### config.mk
export PLATFORM = sky130hd
export DESIGN_NAME = touchscreen_pen_poll_controller_top
export DESIGN_NICKNAME = d
export VERILOG_FILES = /design/src/tpp_pkg.sv /design/src/tpp_scale.sv /design/src/tpp_ctrl.sv /design/src/touchscreen_pen_poll_controller_top.sv
export SDC_FILE = /design/constraint.sdc
export NUM_CORES = 1
export LEC_CHECK = 0
export ABC_AREA = 1
export BUFFER_PORTS_ARGS = -buffer_cell sky130_fd_sc_hd__buf_2
export CAP_MARGIN = 10
export CELL_PAD_IN_SITES_DETAIL_PLACEMENT = 1
export CELL_PAD_IN_SITES_GLOBAL_PLACEMENT = 1
export CORE_ASPECT_RATIO = 1.25
export CORE_MARGIN = 5
export CORE_UTILIZATION = 51
export CTS_BUF_LIST = sky130_fd_sc_hd__clkbuf_4 sky130_fd_sc_hd__clkbuf_8
export DETAILED_ROUTE_END_ITERATION = 8
export PLACE_DENSITY_LB_ADDON = 0.1
export SLEW_MARGIN = 20
export SYNTH_ARGS = -nofsm -noshare
export SYNTH_HDL_FRONTEND = slang
export SYNTH_SLANG_ARGS = --single-unit
### constraint.sdc
create_clock -name clk -period 15.3 [get_ports clk]
set_input_delay 4.59 -clock clk [delete_from_list [all_inputs] [get_ports clk]]
set_output_delay 4.59 -clock clk [all_outputs]
set_load 0.1 [all_outputs]
### src/tpp_pkg.sv
`timescale 1ns / 1ps

package tpp_pkg;

    localparam int DEF_SCREEN_LENGTH  = 800;
    localparam int DEF_SCREEN_WIDTH   = 480;
    localparam int DEF_HALF_BIT_TICKS = 2;
    localparam int DEF_SAMPLE_BITS    = 12;

    localparam int RAW_W   = 12;
    localparam int TIMER_W = 16;
    localparam int CMD_W   = 8;
    localparam int TX_W    = 10;
    localparam int TY_W    = 9;
    localparam int IN_W    = 8;
    localparam int OUT_W   = 32;
    localparam int ADDR_W  = 5;

    localparam logic [RAW_W-1:0] IGNORE_RAW_Y = 12'd1023;

    // protocol phases
    localparam logic [2:0] PH_IDLE  = 3'd0;
    localparam logic [2:0] PH_WAIT  = 3'd1;
    localparam logic [2:0] PH_CMDX  = 3'd2;
    localparam logic [2:0] PH_SMPX  = 3'd3;
    localparam logic [2:0] PH_TAILX = 3'd4;
    localparam logic [2:0] PH_CMDY  = 3'd5;
    localparam logic [2:0] PH_SMPY  = 3'd6;
    localparam logic [2:0] PH_TAILY = 3'd7;

    // register indexes
    localparam logic [2:0] REG_CMD_X  = 3'd0;
    localparam logic [2:0] REG_CMD_Y  = 3'd1;
    localparam logic [2:0] REG_FIRST  = 3'd2;
    localparam logic [2:0] REG_POLL   = 3'd3;
    localparam logic [2:0] REG_LEFT   = 3'd4;
    localparam logic [2:0] REG_RIGHT  = 3'd5;
    localparam logic [2:0] REG_TOP    = 3'd6;
    localparam logic [2:0] REG_BOTTOM = 3'd7;

    typedef struct packed {
        logic start;
    } tpp_dp_cmd_t;

    typedef struct packed {
        logic busy;
        logic done;
    } tpp_dp_sts_t;

    function automatic logic [TIMER_W-1:0] load_timer(input logic [TIMER_W-1:0] v);
        load_timer = (v == '0) ? TIMER_W'(1) : v;
    endfunction

endpackage

### src/tpp_scale.sv
`timescale 1ns / 1ps

module tpp_scale #(
    parameter int SCREEN_LENGTH = tpp_pkg::DEF_SCREEN_LENGTH,
    parameter int SCREEN_WIDTH  = tpp_pkg::DEF_SCREEN_WIDTH
) (
    input  logic                         clk,
    input  logic                         rst_n,
    input  tpp_pkg::tpp_dp_cmd_t         cmd,
    output tpp_pkg::tpp_dp_sts_t         sts,
    input  logic [tpp_pkg::RAW_W-1:0]    raw_x,
    input  logic [tpp_pkg::RAW_W-1:0]    raw_y,
    input  logic [tpp_pkg::RAW_W-1:0]    cal_left,
    input  logic [tpp_pkg::RAW_W-1:0]    cal_right,
    input  logic [tpp_pkg::RAW_W-1:0]    cal_top,
    input  logic [tpp_pkg::RAW_W-1:0]    cal_bottom,
    output logic [tpp_pkg::TX_W-1:0]     touch_x,
    output logic [tpp_pkg::TY_W-1:0]     touch_y
);
    import tpp_pkg::*;

    localparam int PROD_W = 2 * RAW_W;
    localparam int STEP_W = $clog2(PROD_W + 2);
    localparam logic [STEP_W-1:0] LAST_STEP = STEP_W'(PROD_W + 1);
    localparam int SQ_W = PROD_W + 3;
    localparam logic [RAW_W-1:0] LEN_C = RAW_W'(SCREEN_LENGTH);
    localparam logic [RAW_W-1:0] WID_C = RAW_W'(SCREEN_WIDTH);

    logic                run_reg;
    logic                axis_reg;
    logic [STEP_W-1:0]   step_reg;
    logic [RAW_W:0]      rem_reg;
    logic [PROD_W-1:0]   quo_reg;
    logic [RAW_W-1:0]    den_reg;
    logic                neg_reg;
    logic                zero_reg;
    logic                done_reg;
    logic [RAW_W-1:0]    tx_reg;
    logic [RAW_W-1:0]    ty_reg;

    logic signed [RAW_W:0] num_s;
    logic signed [RAW_W:0] den_s;
    logic [RAW_W-1:0]      num_mag;
    logic [RAW_W-1:0]      den_mag;
    logic [RAW_W-1:0]      mul_c;
    logic [RAW_W:0]        r2;
    logic [PROD_W-1:0]     q_mag;
    logic signed [SQ_W-1:0] q_s;
    logic signed [SQ_W-1:0] v_s;
    logic [RAW_W-1:0]      hi_c;
    logic [RAW_W-1:0]      clamped;

    always_comb
    begin
        if (axis_reg)
        begin
            num_s = $signed({1'b0, raw_x}) - $signed({1'b0, cal_top});
            den_s = $signed({1'b0, cal_bottom}) - $signed({1'b0, cal_top});
            mul_c = WID_C;
        end
        else
        begin
            num_s = $signed({1'b0, cal_left}) - $signed({1'b0, raw_y});
            den_s = $signed({1'b0, cal_left}) - $signed({1'b0, cal_right});
            mul_c = LEN_C;
        end
        num_mag = num_s[RAW_W] ? RAW_W'(-num_s) : num_s[RAW_W-1:0];
        den_mag = den_s[RAW_W] ? RAW_W'(-den_s) : den_s[RAW_W-1:0];
        r2 = {rem_reg[RAW_W-1:0], quo_reg[PROD_W-1]};
        q_mag = zero_reg ? '0 : quo_reg;
        q_s = neg_reg ? -$signed({3'b000, q_mag}) : $signed({3'b000, q_mag});
        if (axis_reg)
        begin
            v_s  = q_s;
            hi_c = WID_C;
        end
        else
        begin
            v_s  = $signed({{(SQ_W-RAW_W){1'b0}}, LEN_C}) - q_s;
            hi_c = LEN_C;
        end
        if (v_s < 0)
            clamped = '0;
        else if (v_s > $signed({{(SQ_W-RAW_W){1'b0}}, hi_c}))
            clamped = hi_c;
        else
            clamped = v_s[RAW_W-1:0];
    end

    always_ff @(posedge clk or negedge rst_n)
    begin
        if (!rst_n)
        begin
            run_reg  <= 1'b0;
            axis_reg <= 1'b0;
            step_reg <= '0;
            done_reg <= 1'b0;
        end
        else
        begin
            done_reg <= 1'b0;
            if (cmd.start)
            begin
                run_reg  <= 1'b1;
                axis_reg <= 1'b0;
                step_reg <= '0;
            end
            else if (run_reg)
            begin
                if (step_reg == LAST_STEP)
                begin
                    step_reg <= '0;
                    axis_reg <= ~axis_reg;
                    if (axis_reg)
                    begin
                        run_reg  <= 1'b0;
                        done_reg <= 1'b1;
                    end
                end
                else
                    step_reg <= step_reg + STEP_W'(1);
            end
        end
    end

    always_ff @(posedge clk)
    begin
        if (run_reg)
        begin
            if (step_reg == '0)
            begin
                quo_reg  <= mul_c * num_mag;
                rem_reg  <= '0;
                den_reg  <= den_mag;
                neg_reg  <= num_s[RAW_W] ^ den_s[RAW_W];
                zero_reg <= (den_mag == '0);
            end
            else if (step_reg == LAST_STEP)
            begin
                if (axis_reg)
                    ty_reg <= clamped;
                else
                    tx_reg <= clamped;
            end
            else if (r2 >= {1'b0, den_reg})
            begin
                rem_reg <= r2 - {1'b0, den_reg};
                quo_reg <= {quo_reg[PROD_W-2:0], 1'b1};
            end
            else
            begin
                rem_reg <= r2;
                quo_reg <= {quo_reg[PROD_W-2:0], 1'b0};
            end
        end
    end

    assign sts.busy = run_reg;
    assign sts.done = done_reg;
    assign touch_x  = tx_reg[TX_W-1:0];
    assign touch_y  = ty_reg[TY_W-1:0];

endmodule

### src/tpp_ctrl.sv
`timescale 1ns / 1ps

module tpp_ctrl #(
    parameter int HALF_BIT_TICKS = tpp_pkg::DEF_HALF_BIT_TICKS,
    parameter int SAMPLE_BITS    = tpp_pkg::DEF_SAMPLE_BITS
) (
    input  logic                          clk,
    input  logic                          rst_n,
    input  logic                          s_tvalid,
    output logic                          s_tready,
    input  logic [tpp_pkg::IN_W-1:0]      s_tdata,
    output logic                          m_tvalid,
    input  logic                          m_tready,
    output logic [tpp_pkg::OUT_W-1:0]     m_tdata,
    input  logic [tpp_pkg::CMD_W-1:0]     cmd_x_channel,
    input  logic [tpp_pkg::CMD_W-1:0]     cmd_y_channel,
    input  logic [tpp_pkg::TIMER_W-1:0]   first_delay_ticks,
    input  logic [tpp_pkg::TIMER_W-1:0]   poll_period_ticks,
    output tpp_pkg::tpp_dp_cmd_t          dp_cmd,
    input  tpp_pkg::tpp_dp_sts_t          dp_sts,
    input  logic [tpp_pkg::TX_W-1:0]      touch_x,
    input  logic [tpp_pkg::TY_W-1:0]      touch_y,
    output logic [tpp_pkg::RAW_W-1:0]     raw_x,
    output logic [tpp_pkg::RAW_W-1:0]     raw_y
);
    import tpp_pkg::*;

    localparam logic [TIMER_W-1:0] HALF_T  = TIMER_W'(HALF_BIT_TICKS);
    localparam logic [TIMER_W-1:0] TWO_H_T = TIMER_W'(2 * HALF_BIT_TICKS);
    localparam logic [4:0]         NB_CMD  = 5'd8;
    localparam logic [4:0]         NB_SMP  = 5'(SAMPLE_BITS);
    localparam logic [4:0]         NB_TAIL = 5'd3;

    localparam logic CS_RUN  = 1'b0;
    localparam logic CS_CALC = 1'b1;

    logic                 state_reg;
    logic [2:0]           phase_reg, phase_next;
    logic [TIMER_W-1:0]   delay_reg, delay_next;
    logic [4:0]           bit_reg, bit_next;
    logic [RAW_W-1:0]     shift_reg, shift_next;
    logic [RAW_W-1:0]     raw_x_reg, raw_x_next;
    logic [RAW_W-1:0]     raw_y_reg, raw_y_next;
    logic                 flag_reg, flag_next;
    logic                 last_reg, last_next;
    logic                 mval_reg;
    logic [OUT_W-1:0]     mdata_reg;
    logic                 pend_down_reg;

    logic                 pen, sdi, accept;
    logic                 sclk, cs, sout, down_ev, up_ev, calc;
    logic [4:0]           nbits, bc;
    logic [CMD_W-1:0]     cmd;
    logic [TIMER_W-1:0]   t1;
    logic [OUT_W-1:0]     beat;

    assign pen      = s_tdata[0];
    assign sdi      = s_tdata[1];
    assign s_tready = (state_reg == CS_RUN) && !dp_sts.busy && (!mval_reg || m_tready);
    assign accept   = s_tvalid && s_tready;

    always_comb
    begin
        phase_next = phase_reg;
        delay_next = delay_reg;
        bit_next   = bit_reg;
        shift_next = shift_reg;
        raw_x_next = raw_x_reg;
        raw_y_next = raw_y_reg;
        flag_next  = flag_reg;
        sclk = 1'b0;
        cs = 1'b0;
        sout = 1'b0;
        down_ev = 1'b0;
        up_ev = 1'b0;
        calc = 1'b0;
        nbits = '0;
        bc = '0;
        t1 = '0;
        cmd = (phase_reg == PH_CMDX) ? cmd_x_channel : cmd_y_channel;
        case (phase_reg)
            PH_WAIT:
            begin
                if (delay_reg <= TIMER_W'(1))
                begin
                    if (flag_reg && pen)
                    begin
                        up_ev      = 1'b1;
                        flag_next  = 1'b0;
                        phase_next = PH_IDLE;
                        delay_next = '0;
                    end
                    else
                    begin
                        phase_next = PH_CMDX;
                        bit_next   = '0;
                        delay_next = '0;
                        shift_next = '0;
                    end
                end
                else
                    delay_next = delay_reg - TIMER_W'(1);
            end
            PH_CMDX, PH_CMDY:
            begin
                cs    = 1'b1;
                sout  = cmd[3'd7 - bit_reg[2:0]];
                sclk  = (delay_reg >= HALF_T);
                nbits = NB_CMD;
            end
            PH_SMPX, PH_SMPY:
            begin
                cs   = 1'b1;
                sclk = (delay_reg < HALF_T);
                if (delay_reg == HALF_T - TIMER_W'(1))
                    shift_next = {shift_reg[RAW_W-2:0], sdi};
                nbits = NB_SMP;
            end
            PH_TAILX, PH_TAILY:
            begin
                cs    = 1'b1;
                sclk  = (delay_reg < HALF_T);
                nbits = NB_TAIL;
            end
            default:
            begin
                phase_next = PH_IDLE;
                if (last_reg && !pen)
                begin
                    delay_next = load_timer(first_delay_ticks);
                    phase_next = PH_WAIT;
                end
            end
        endcase

        if (nbits != '0)
        begin
            t1 = delay_reg + TIMER_W'(1);
            delay_next = t1;
            if (t1 >= TWO_H_T)
            begin
                delay_next = '0;
                bc = bit_reg + 5'd1;
                bit_next = bc;
                if (bc >= nbits)
                begin
                    bit_next = '0;
                    if (phase_reg == PH_SMPX)
                        raw_x_next = shift_next;
                    if (phase_reg == PH_SMPY)
                        raw_y_next = shift_next;
                    if (phase_reg == PH_SMPX || phase_reg == PH_SMPY)
                        shift_next = '0;
                    if (phase_reg == PH_TAILY)
                    begin
                        if (raw_x_reg == '0 && raw_y_reg == IGNORE_RAW_Y)
                            flag_next = 1'b1;
                        else
                        begin
                            down_ev   = !flag_reg;
                            flag_next = 1'b1;
                            calc      = 1'b1;
                        end
                        delay_next = load_timer(poll_period_ticks);
                        phase_next = PH_WAIT;
                    end
                    else
                        phase_next = phase_reg + 3'd1;
                end
            end
        end
        last_next = pen;
        beat = {7'd0, 9'd0, 10'd0, 1'b0, up_ev, down_ev, sout, cs, sclk};
    end

    always_ff @(posedge clk or negedge rst_n)
    begin
        if (!rst_n)
        begin
            state_reg     <= CS_RUN;
            phase_reg     <= PH_IDLE;
            delay_reg     <= '0;
            bit_reg       <= '0;
            shift_reg     <= '0;
            raw_x_reg     <= '0;
            raw_y_reg     <= '0;
            flag_reg      <= 1'b0;
            last_reg      <= 1'b1;
            mval_reg      <= 1'b0;
            pend_down_reg <= 1'b0;
        end
        else
        begin
            if (accept && !calc)
                mval_reg <= 1'b1;
            else if (state_reg == CS_CALC && dp_sts.done)
                mval_reg <= 1'b1;
            else if (mval_reg && m_tready)
                mval_reg <= 1'b0;
            if (accept)
            begin
                phase_reg <= phase_next;
                delay_reg <= delay_next;
                bit_reg   <= bit_next;
                shift_reg <= shift_next;
                raw_x_reg <= raw_x_next;
                raw_y_reg <= raw_y_next;
                flag_reg  <= flag_next;
                last_reg  <= last_next;
                if (calc)
                begin
                    state_reg     <= CS_CALC;
                    pend_down_reg <= down_ev;
                end
            end
            if (state_reg == CS_CALC && dp_sts.done)
                state_reg <= CS_RUN;
        end
    end

    always_ff @(posedge clk)
    begin
        if (accept && !calc)
            mdata_reg <= beat;
        else if (state_reg == CS_CALC && dp_sts.done)
            mdata_reg <= {7'd0, touch_y, touch_x, 1'b1, 1'b0, pend_down_reg,
                          1'b0, 1'b1, 1'b0};
    end

    assign dp_cmd.start = accept && calc;
    assign m_tvalid     = mval_reg;
    assign m_tdata      = mdata_reg;
    assign raw_x        = raw_x_reg;
    assign raw_y        = raw_y_reg;

endmodule

### src/touchscreen_pen_poll_controller_top.sv
`timescale 1ns / 1ps

// channel   dir   handshake                 payload
// s_        in    s_tvalid / s_tready       s_tdata  pen_line, serial_in
// m_        out   m_tvalid / m_tready       m_tdata  pins, events, touch_x, touch_y
// apb       in    psel / penable / pready   paddr, pwdata, prdata
//
// one tick per cycle while the result register drains
// the last tick of the y read starts the scaling unit, unless the sample is the
// ignore pattern: a multiply and a restoring divide per axis, then the result
// is loaded into the beat; the next tick waits until scaling is done
// reset clears the protocol state and loads the register defaults
// s_tready falls while scaling runs and while the output register is full and not taken

module touchscreen_pen_poll_controller_top #(
    parameter int SCREEN_LENGTH  = tpp_pkg::DEF_SCREEN_LENGTH,
    parameter int SCREEN_WIDTH   = tpp_pkg::DEF_SCREEN_WIDTH,
    parameter int HALF_BIT_TICKS = tpp_pkg::DEF_HALF_BIT_TICKS,
    parameter int SAMPLE_BITS    = tpp_pkg::DEF_SAMPLE_BITS
) (
    input  logic                          clk,
    input  logic                          rst_n,
    input  logic                          s_tvalid,
    output logic                          s_tready,
    input  logic [tpp_pkg::IN_W-1:0]      s_tdata,   // pen_line, serial_in
    output logic                          m_tvalid,
    input  logic                          m_tready,
    // serial_clock, chip_select, serial_out, pen_down_event, pen_up_event,
    // coord_valid, touch_x[9:0], touch_y[8:0]
    output logic [tpp_pkg::OUT_W-1:0]     m_tdata,
    input  logic                          psel,
    input  logic                          penable,
    input  logic                          pwrite,
    input  logic [tpp_pkg::ADDR_W-1:0]    paddr,
    input  logic [31:0]                   pwdata,
    output logic [31:0]                   prdata,
    output logic                          pready
);
    import tpp_pkg::*;

    logic [CMD_W-1:0]   cmd_x_reg, cmd_y_reg;
    logic [TIMER_W-1:0] first_reg, poll_reg;
    logic [RAW_W-1:0]   left_reg, right_reg, top_reg, bottom_reg;
    logic [2:0]         reg_idx;
    logic               wr;

    tpp_dp_cmd_t        dp_cmd;
    tpp_dp_sts_t        dp_sts;
    logic [TX_W-1:0]    tx;
    logic [TY_W-1:0]    ty;
    logic [RAW_W-1:0]   raw_x, raw_y;

    assign pready  = 1'b1;
    assign reg_idx = paddr[4:2];
    assign wr      = psel && penable && pwrite && pready;

    always_ff @(posedge clk or negedge rst_n)
    begin
        if (!rst_n)
        begin
            cmd_x_reg  <= 8'd208;
            cmd_y_reg  <= 8'd144;
            first_reg  <= 16'd100;
            poll_reg   <= 16'd500;
            left_reg   <= 12'd1000;
            right_reg  <= 12'd50;
            top_reg    <= 12'd50;
            bottom_reg <= 12'd960;
        end
        else if (wr)
        begin
            case (reg_idx)
                REG_CMD_X:  cmd_x_reg  <= pwdata[7:0];
                REG_CMD_Y:  cmd_y_reg  <= pwdata[7:0];
                REG_FIRST:  first_reg  <= pwdata[15:0];
                REG_POLL:   poll_reg   <= pwdata[15:0];
                REG_LEFT:   left_reg   <= pwdata[11:0];
                REG_RIGHT:  right_reg  <= pwdata[11:0];
                REG_TOP:    top_reg    <= pwdata[11:0];
                REG_BOTTOM: bottom_reg <= pwdata[11:0];
                default:    cmd_x_reg  <= cmd_x_reg;
            endcase
        end
    end

    always_comb
    begin
        case (reg_idx)
            REG_CMD_X:  prdata = {24'd0, cmd_x_reg};
            REG_CMD_Y:  prdata = {24'd0, cmd_y_reg};
            REG_FIRST:  prdata = {16'd0, first_reg};
            REG_POLL:   prdata = {16'd0, poll_reg};
            REG_LEFT:   prdata = {20'd0, left_reg};
            REG_RIGHT:  prdata = {20'd0, right_reg};
            REG_TOP:    prdata = {20'd0, top_reg};
            REG_BOTTOM: prdata = {20'd0, bottom_reg};
            default:    prdata = '0;
        endcase
    end

    tpp_ctrl #(
        .HALF_BIT_TICKS (HALF_BIT_TICKS),
        .SAMPLE_BITS    (SAMPLE_BITS)
    ) u_ctrl (
        .clk               (clk),
        .rst_n             (rst_n),
        .s_tvalid          (s_tvalid),
        .s_tready          (s_tready),
        .s_tdata           (s_tdata),
        .m_tvalid          (m_tvalid),
        .m_tready          (m_tready),
        .m_tdata           (m_tdata),
        .cmd_x_channel     (cmd_x_reg),
        .cmd_y_channel     (cmd_y_reg),
        .first_delay_ticks (first_reg),
        .poll_period_ticks (poll_reg),
        .dp_cmd            (dp_cmd),
        .dp_sts            (dp_sts),
        .touch_x           (tx),
        .touch_y           (ty),
        .raw_x             (raw_x),
        .raw_y             (raw_y)
    );

    tpp_scale #(
        .SCREEN_LENGTH (SCREEN_LENGTH),
        .SCREEN_WIDTH  (SCREEN_WIDTH)
    ) u_scale (
        .clk        (clk),
        .rst_n      (rst_n),
        .cmd        (dp_cmd),
        .sts        (dp_sts),
        .raw_x      (raw_x),
        .raw_y      (raw_y),
        .cal_left   (left_reg),
        .cal_right  (right_reg),
        .cal_top    (top_reg),
        .cal_bottom (bottom_reg),
        .touch_x    (tx),
        .touch_y    (ty)
    );

    // coordinates only come with chip select high and clock low
    a_coord_cs: assert property (@(posedge clk) disable iff (!rst_n)
        m_tvalid && m_tdata[5] |-> m_tdata[1] && !m_tdata[0])
        else $error("coordinate beat outside a transfer");

    // serial clock only toggles inside a transfer
    a_sclk_cs: assert property (@(posedge clk) disable iff (!rst_n)
        m_tvalid && m_tdata[0] |-> m_tdata[1])
        else $error("serial clock without chip select");

    // pen up and pen down never in one beat
    a_events: assert property (@(posedge clk) disable iff (!rst_n)
        m_tvalid |-> !(m_tdata[3] && m_tdata[4]))
        else $error("pen up and pen down together");

    // no new tick taken while the scaling unit runs
    a_busy: assert property (@(posedge clk) disable iff (!rst_n)
        dp_sts.busy |-> !s_tready)
        else $error("tick accepted during scaling");

endmodule
==> results of run 1 <==
[critical path, delay by kind of cell]
family / cells / cell delay (ns)
buffers and inverters: 3 / 0.71
AND/OR/NAND/NOR: 1 / 0.69
AO/OA/AOI/OAI: 2 / 0.46
[cell families after synthesis]
family                   Yosys count  share of synthesized area
XOR/XNOR                          78                     0.0350
other                              2                   0.000381
multiplexers                       1                   0.000507
AND/OR/NAND/NOR                 1105                      0.239
buffers and inverters            482                     0.0992
adder cells (fa/ha/maj)          176                      0.124
AO/OA/AOI/OAI                    542                      0.153
flip-flops                       263                      0.349
[through the flow]
stage | setup slack [ns] | area, um^2 | hold slack [ns] | power (mW) | instances
after floorplan | 2.96 | 19800 | 0.453 | 2.56 | 2671
after global placement | 4.05 | 20400 | 0.451 | 2.95 | 3140
after detailed placement | 4.06 | 20400 | 0.452 | 3.13 | 3140
after CTS | 4.06 | 21400 | 0.468 | 3.90 | 3222
after global routing | 4.08 | 21400 | 0.483 | 4.24 | 3223
final | 4.25 | 21400 | 0.460 | 3.86 | 3223
[power by group through the flow]
stage | logic [mW] | clock network (mW) | registers, mW
global route | 2.52 | 0.768 | 0.954
floorplan | 1.65 | 0 | 0.908
detailed placement | 2.18 | 0 | 0.956
finish | 2.19 | 0.720 | 0.948
global placement | 2.00 | 0 | 0.952
CTS | 2.22 | 0.732 | 0.945
[Yosys cell counts (28+ instances only)]
library cell  number
dfstp_2           31
nand3_1          108
edfxtp_1          74
fa_1              33
ha_1             143
o21ai_0          284
inv_1            366
o22ai_1           28
a21oi_1          132
nor2_1           193
dfrtp_1          138
clkbuf_1          53
nand2_1          658
xor2_1            52
nand4_1           47
[layer usage]
layer | wire, um | global-route usage | vias up
met3 | 2010 | 0.0345 | 202
met2 | 32200 | 0.524 | 378
met1 | 23800 | 0.319 | 8976
li1 | - | - | 8755
met5 | 0 | 0 | -
met4 | 3770 | 0.149 | 0
[layout make-up]
| cell class | count | area, um^2 |
|---|---|---|
| inverters | 373 | 1400 |
| well taps | 492 | 616 |
| clock buffers | 70 | 863 |
| repair buffers | 87 | 497 |
| multi-input cells | 1926 | 11000 |
| clock inverters | 12 | 143 |
| fillers | 4906 | 16800 |
| flip-flops and latches | 263 | 6890 |
[worst paths after layout]
kind	from	endpoint	slack, ns	cells after the start
min	u_ctrl.m_tdata[21]	u_ctrl.m_tdata[21]	0.46	2
max reg2reg	left_reg[7]	u_scale.quo_reg[21]	7.48	37
min in group asynchronous	rst_n	bottom_reg[5]	4.03	1
max in group asynchronous	rst_n	u_ctrl.delay_reg[6]	9.77	2
max	paddr[2]	prdata[5]	4.25	6
min reg2reg	u_ctrl.m_tdata[21]	u_ctrl.m_tdata[21]	0.46	2
==> impl_metrics.ini, run 1 <==
[layout]
drive_above_1_share = 0.0978
diodes = 0
nets = 2924
fin_util = 0.559
largest_reg_flops = 25
layout_commonest_cell = nand2_1
area_delta_synth_final_pct = 8.43
most-common-layout-cells = 658 x nand2_1, 365 x inv_1, 284 x o21ai_0

[job]
maxCapViolCount = 0

[critical_path]
cpMostUsedCell = buf_2
required_ns = 10.71
crit_chain = buf_2 > inv_1 > nor3_1 > a22oi_1 > a32oi_1 > buf_2
path_max_fanout = 8
end_kind = output port
start_kind = input port
path_class = in2out
crit_arrival_ns = 6.46
crit_path_top_delay_cell = nor3_1
cpPeakStageDelay_ns = 0.69

[pwr]
power.internal_mw = 2.09
combPwrFrac = 0.568
clock_power_share = 0.187
switching_share = 0.457
p_leak_nw = 10.6
seqPwrFrac = 0.246
powerDensity_nw_per_um2 = 180
p_sw_mw = 1.76
ir_drop_v = 0.000174

[sta]
max_freq_ghz = 0.0905
timing.final.max_slew_violations = 0
hold_viol_final = 0
setup_viol = 0
rsz0062_at_grt = no
fin_worst_skew_ns = 0.0286
post-route-period-util = 0.722
fin_setup_tns_ns = 0
min_period_ns = 11.05
worst_pin_slew_ns = 1.14
max_slew_margin = 0.236

[floorplanning]
row_count = 80
core_um2 = 38200
die-area_um2 = 42700
start_util = 0.516
ios = 119
die_x_um = 186
die_h_um = 230

[place]
routabilityCongestion = 0.969
port_buffers = 70
hpwl_um = 46900

[clocking]
holdBufCountCts = 0
cts_resized = 0
numClockSinks = 263
root_buffer = clkbuf_8
insertion_delay_ns = 0.60
clkSlewWorstSetupHoldPaths_ns = 0.06
post_cts_buffers = 0
cts_buffers = 45
htree_levels = 2
clk_path_buf_depth = 3
cts_tree = done

[grt]
grt_pass1_wl_um = 99100
track_usage = 0.286
grt_pass1_vias = 19600
overflow = 0
antenna_found_initial = 0
grt_max_degree = 94

[logic_synthesis]
ys_seq_area_frac = 0.349
avgSynthCellArea_um2 = 7.45
synth_area_leaders = dfrtp_1 18%, nand2_1 13%, edfxtp_1 11%, ha_1 9.1%, o21ai_0 7.2%
synth-edff-count = 74
synth_ff_type = dfrtp_1
yosys.area.top_type = dfrtp_1
syn-cell-area_um2 = 19700
ys_warn_count = 0
syn_inst = 2649
synthDistinctLibCells = 65
synth.top_cell.area_share = 0.175
async_flop_share = 0.643
synth-seq-cells = 263

[detailed_routing]
antenna_left = 0
first_pass_iters = 5
dr_total_vias = 18300
drt_iter0_markers = 826
routed_wl_um = 61700
viasPerCell = 5.68
wl_per_cell_um = 19.1
drc = 0

[hold_path]
hold_path_class = reg2reg

[status]
outcome = complete, no violations
Note: power is estimated with default switching activity, not from simulation.
==> run 2: changes to the inputs <==
Settings changed: CORE_UTILIZATION 51 to 47.
Clock period 15.3 ns to 11.1 ns, I/O delays scaled along.
==> impl_metrics.ini, run 2 (synthesis gave the netlist of run 1 again) <==
[sta]
max_slew_margin = 0.307
max_freq_ghz = 0.116
fin_setup_tns_ns = 0
fin_worst_skew_ns = 0.0243
setup_viol = 0
min_period_ns = 8.64
rsz0062_at_grt = no
holdWs_ns = 0.467
worst_pin_slew_ns = 1.04
timing.final.max_slew_violations = 0
post-route-period-util = 0.779
hold_viol_final = 0

[critical_path]
end_kind = output port
path_max_fanout = 8
reg2reg_depth = 32
rrSetupSlack_ns = 3.49
crit_arrival_ns = 5.31
path_class = in2out
start_kind = input port
required_ns = 7.77

[floorplanning]
ios = 119
die_x_um = 193
start_util = 0.472
core_um2 = 41800
die-area_um2 = 46200
row_count = 84
die_h_um = 239

[layout]
drive_above_1_share = 0.0997
layout_commonest_cell = nand2_1
area_delta_synth_final_pct = 9.02
most-common-layout-cells = 658 x nand2_1, 365 x inv_1, 284 x o21ai_0
largest_reg_flops = 25
fillerInstances = 5416
nets = 2927
diodes = 0

[detailed_routing]
drc = 0
dr_total_vias = 18100
viasPerCell = 5.49
drt_iter0_markers = 776
antenna_left = 0
routed_wl_um = 60200
first_pass_iters = 4
wl_per_cell_um = 18.3

[clocking]
clkSlewWorstSetupHoldPaths_ns = 0.06
cts_buffers = 47
cts_resized = 0
htree_levels = 2
cts_tree = done
clk_path_buf_depth = 3
root_buffer = clkbuf_8
post_cts_buffers = 0
holdBufCountCts = 0
numClockSinks = 263
insertion_delay_ns = 0.62

[hold_path]
hold_path_class = reg2reg
whs_path_depth = 2

[pwr]
clock_power_share = 0.195
power.internal_mw = 2.86
ir_drop_v = 0.000284
combPwrFrac = 0.553
p_leak_nw = 10.6
switching_share = 0.446
powerDensity_nw_per_um2 = 240
seqPwrFrac = 0.252
p_sw_mw = 2.31

[grt]
track_usage = 0.257
grt_max_degree = 96
antenna_found_initial = 0
grt_pass1_vias = 19400
grt_pass1_wl_um = 97700
overflow = 0

[place]
hpwl_um = 46400
port_buffers = 70
routabilityCongestion = 0.915

[status]
outcome = complete, no violations

[job]
maxCapViolCount = 0
-- run 2: cell types whose count changed in the layout (fill, tap and decap cells not counted), sizes merged --
| cell | change |
|---|---|
| clkbuf | +3 |
| clkinv | +3 |
| buf | +1 |
| inv | -1 |
-- run 2: final timing paths --
check	startpoint	to
min in group asynchronous	rst_n	cmd_x_reg[5]
max in group asynchronous	rst_n	u_ctrl.phase_reg[0]
max	paddr[2]	prdata[3]
min reg2reg	u_ctrl.m_tdata[12]	u_ctrl.m_tdata[12]
min	u_ctrl.m_tdata[12]	u_ctrl.m_tdata[12]
max reg2reg	u_scale.axis_reg	u_scale.quo_reg[21]
-- run 2: worst max-delay path, stage by stage --
cell	delay [ns]
buf_2	0.12
inv_1	0.09
nor3_1	0.77
inv_1	0.18
o22ai_1	0.18
a21oi_1	0.09
nand3_1	0.11
buf_2	0.43
-- run 2: cell type report --
cell class	instances	area, um^2	share of cell area
clock buffers	73	873	0.0406
clock inverters	14	163	0.00756
inverters	373	1400	0.0652
multi-input cells	1926	11000	0.510
flip-flops and latches	263	6890	0.320
well taps	559	699	0.0325
repair buffers	88	504	0.0234
-- run 2: power groups by stage --
stage / sequential [mW] / clock (mW) / combinational [mW]
detailed placement: 1.32 / 0 / 2.90
CTS: 1.30 / 1.03 / 2.91
global route: 1.31 / 1.08 / 3.38
global placement: 1.31 / 0 / 2.77
floorplan: 1.25 / 0 / 2.27
finish: 1.30 / 1.01 / 2.86
-- run 2: metal layers --
layer | up-vias | wire length, um | GRT usage | part of all wire
met5 | - | 0 | 0 | 0
met4 | 0 | 2570 | 0.103 | 0.043
met3 | 142 | 1670 | 0.0324 | 0.028
met2 | 308 | 32100 | 0.496 | 0.53
met1 | 8896 | 23800 | 0.286 | 0.40
li1 | 8752 | - | - | -
-- run 2: metrics by stage --
| stage | setup slack [ns] | total power, mW | util | area [um^2] | std cells |
|---|---|---|---|---|---|
| floorplan | 1.28 | 3.52 | - | 19800 | 2671 |
| global placement | 2.60 | 4.09 | 0.489 | 20500 | 3208 |
| detailed placement | 2.51 | 4.22 | 0.489 | 20500 | 3208 |
| CTS | 2.51 | 5.24 | 0.514 | 21500 | 3295 |
| global route | 2.33 | 5.77 | 0.514 | 21500 | 3296 |
| finish | 2.46 | 5.17 | 0.514 | 21500 | 3296 |
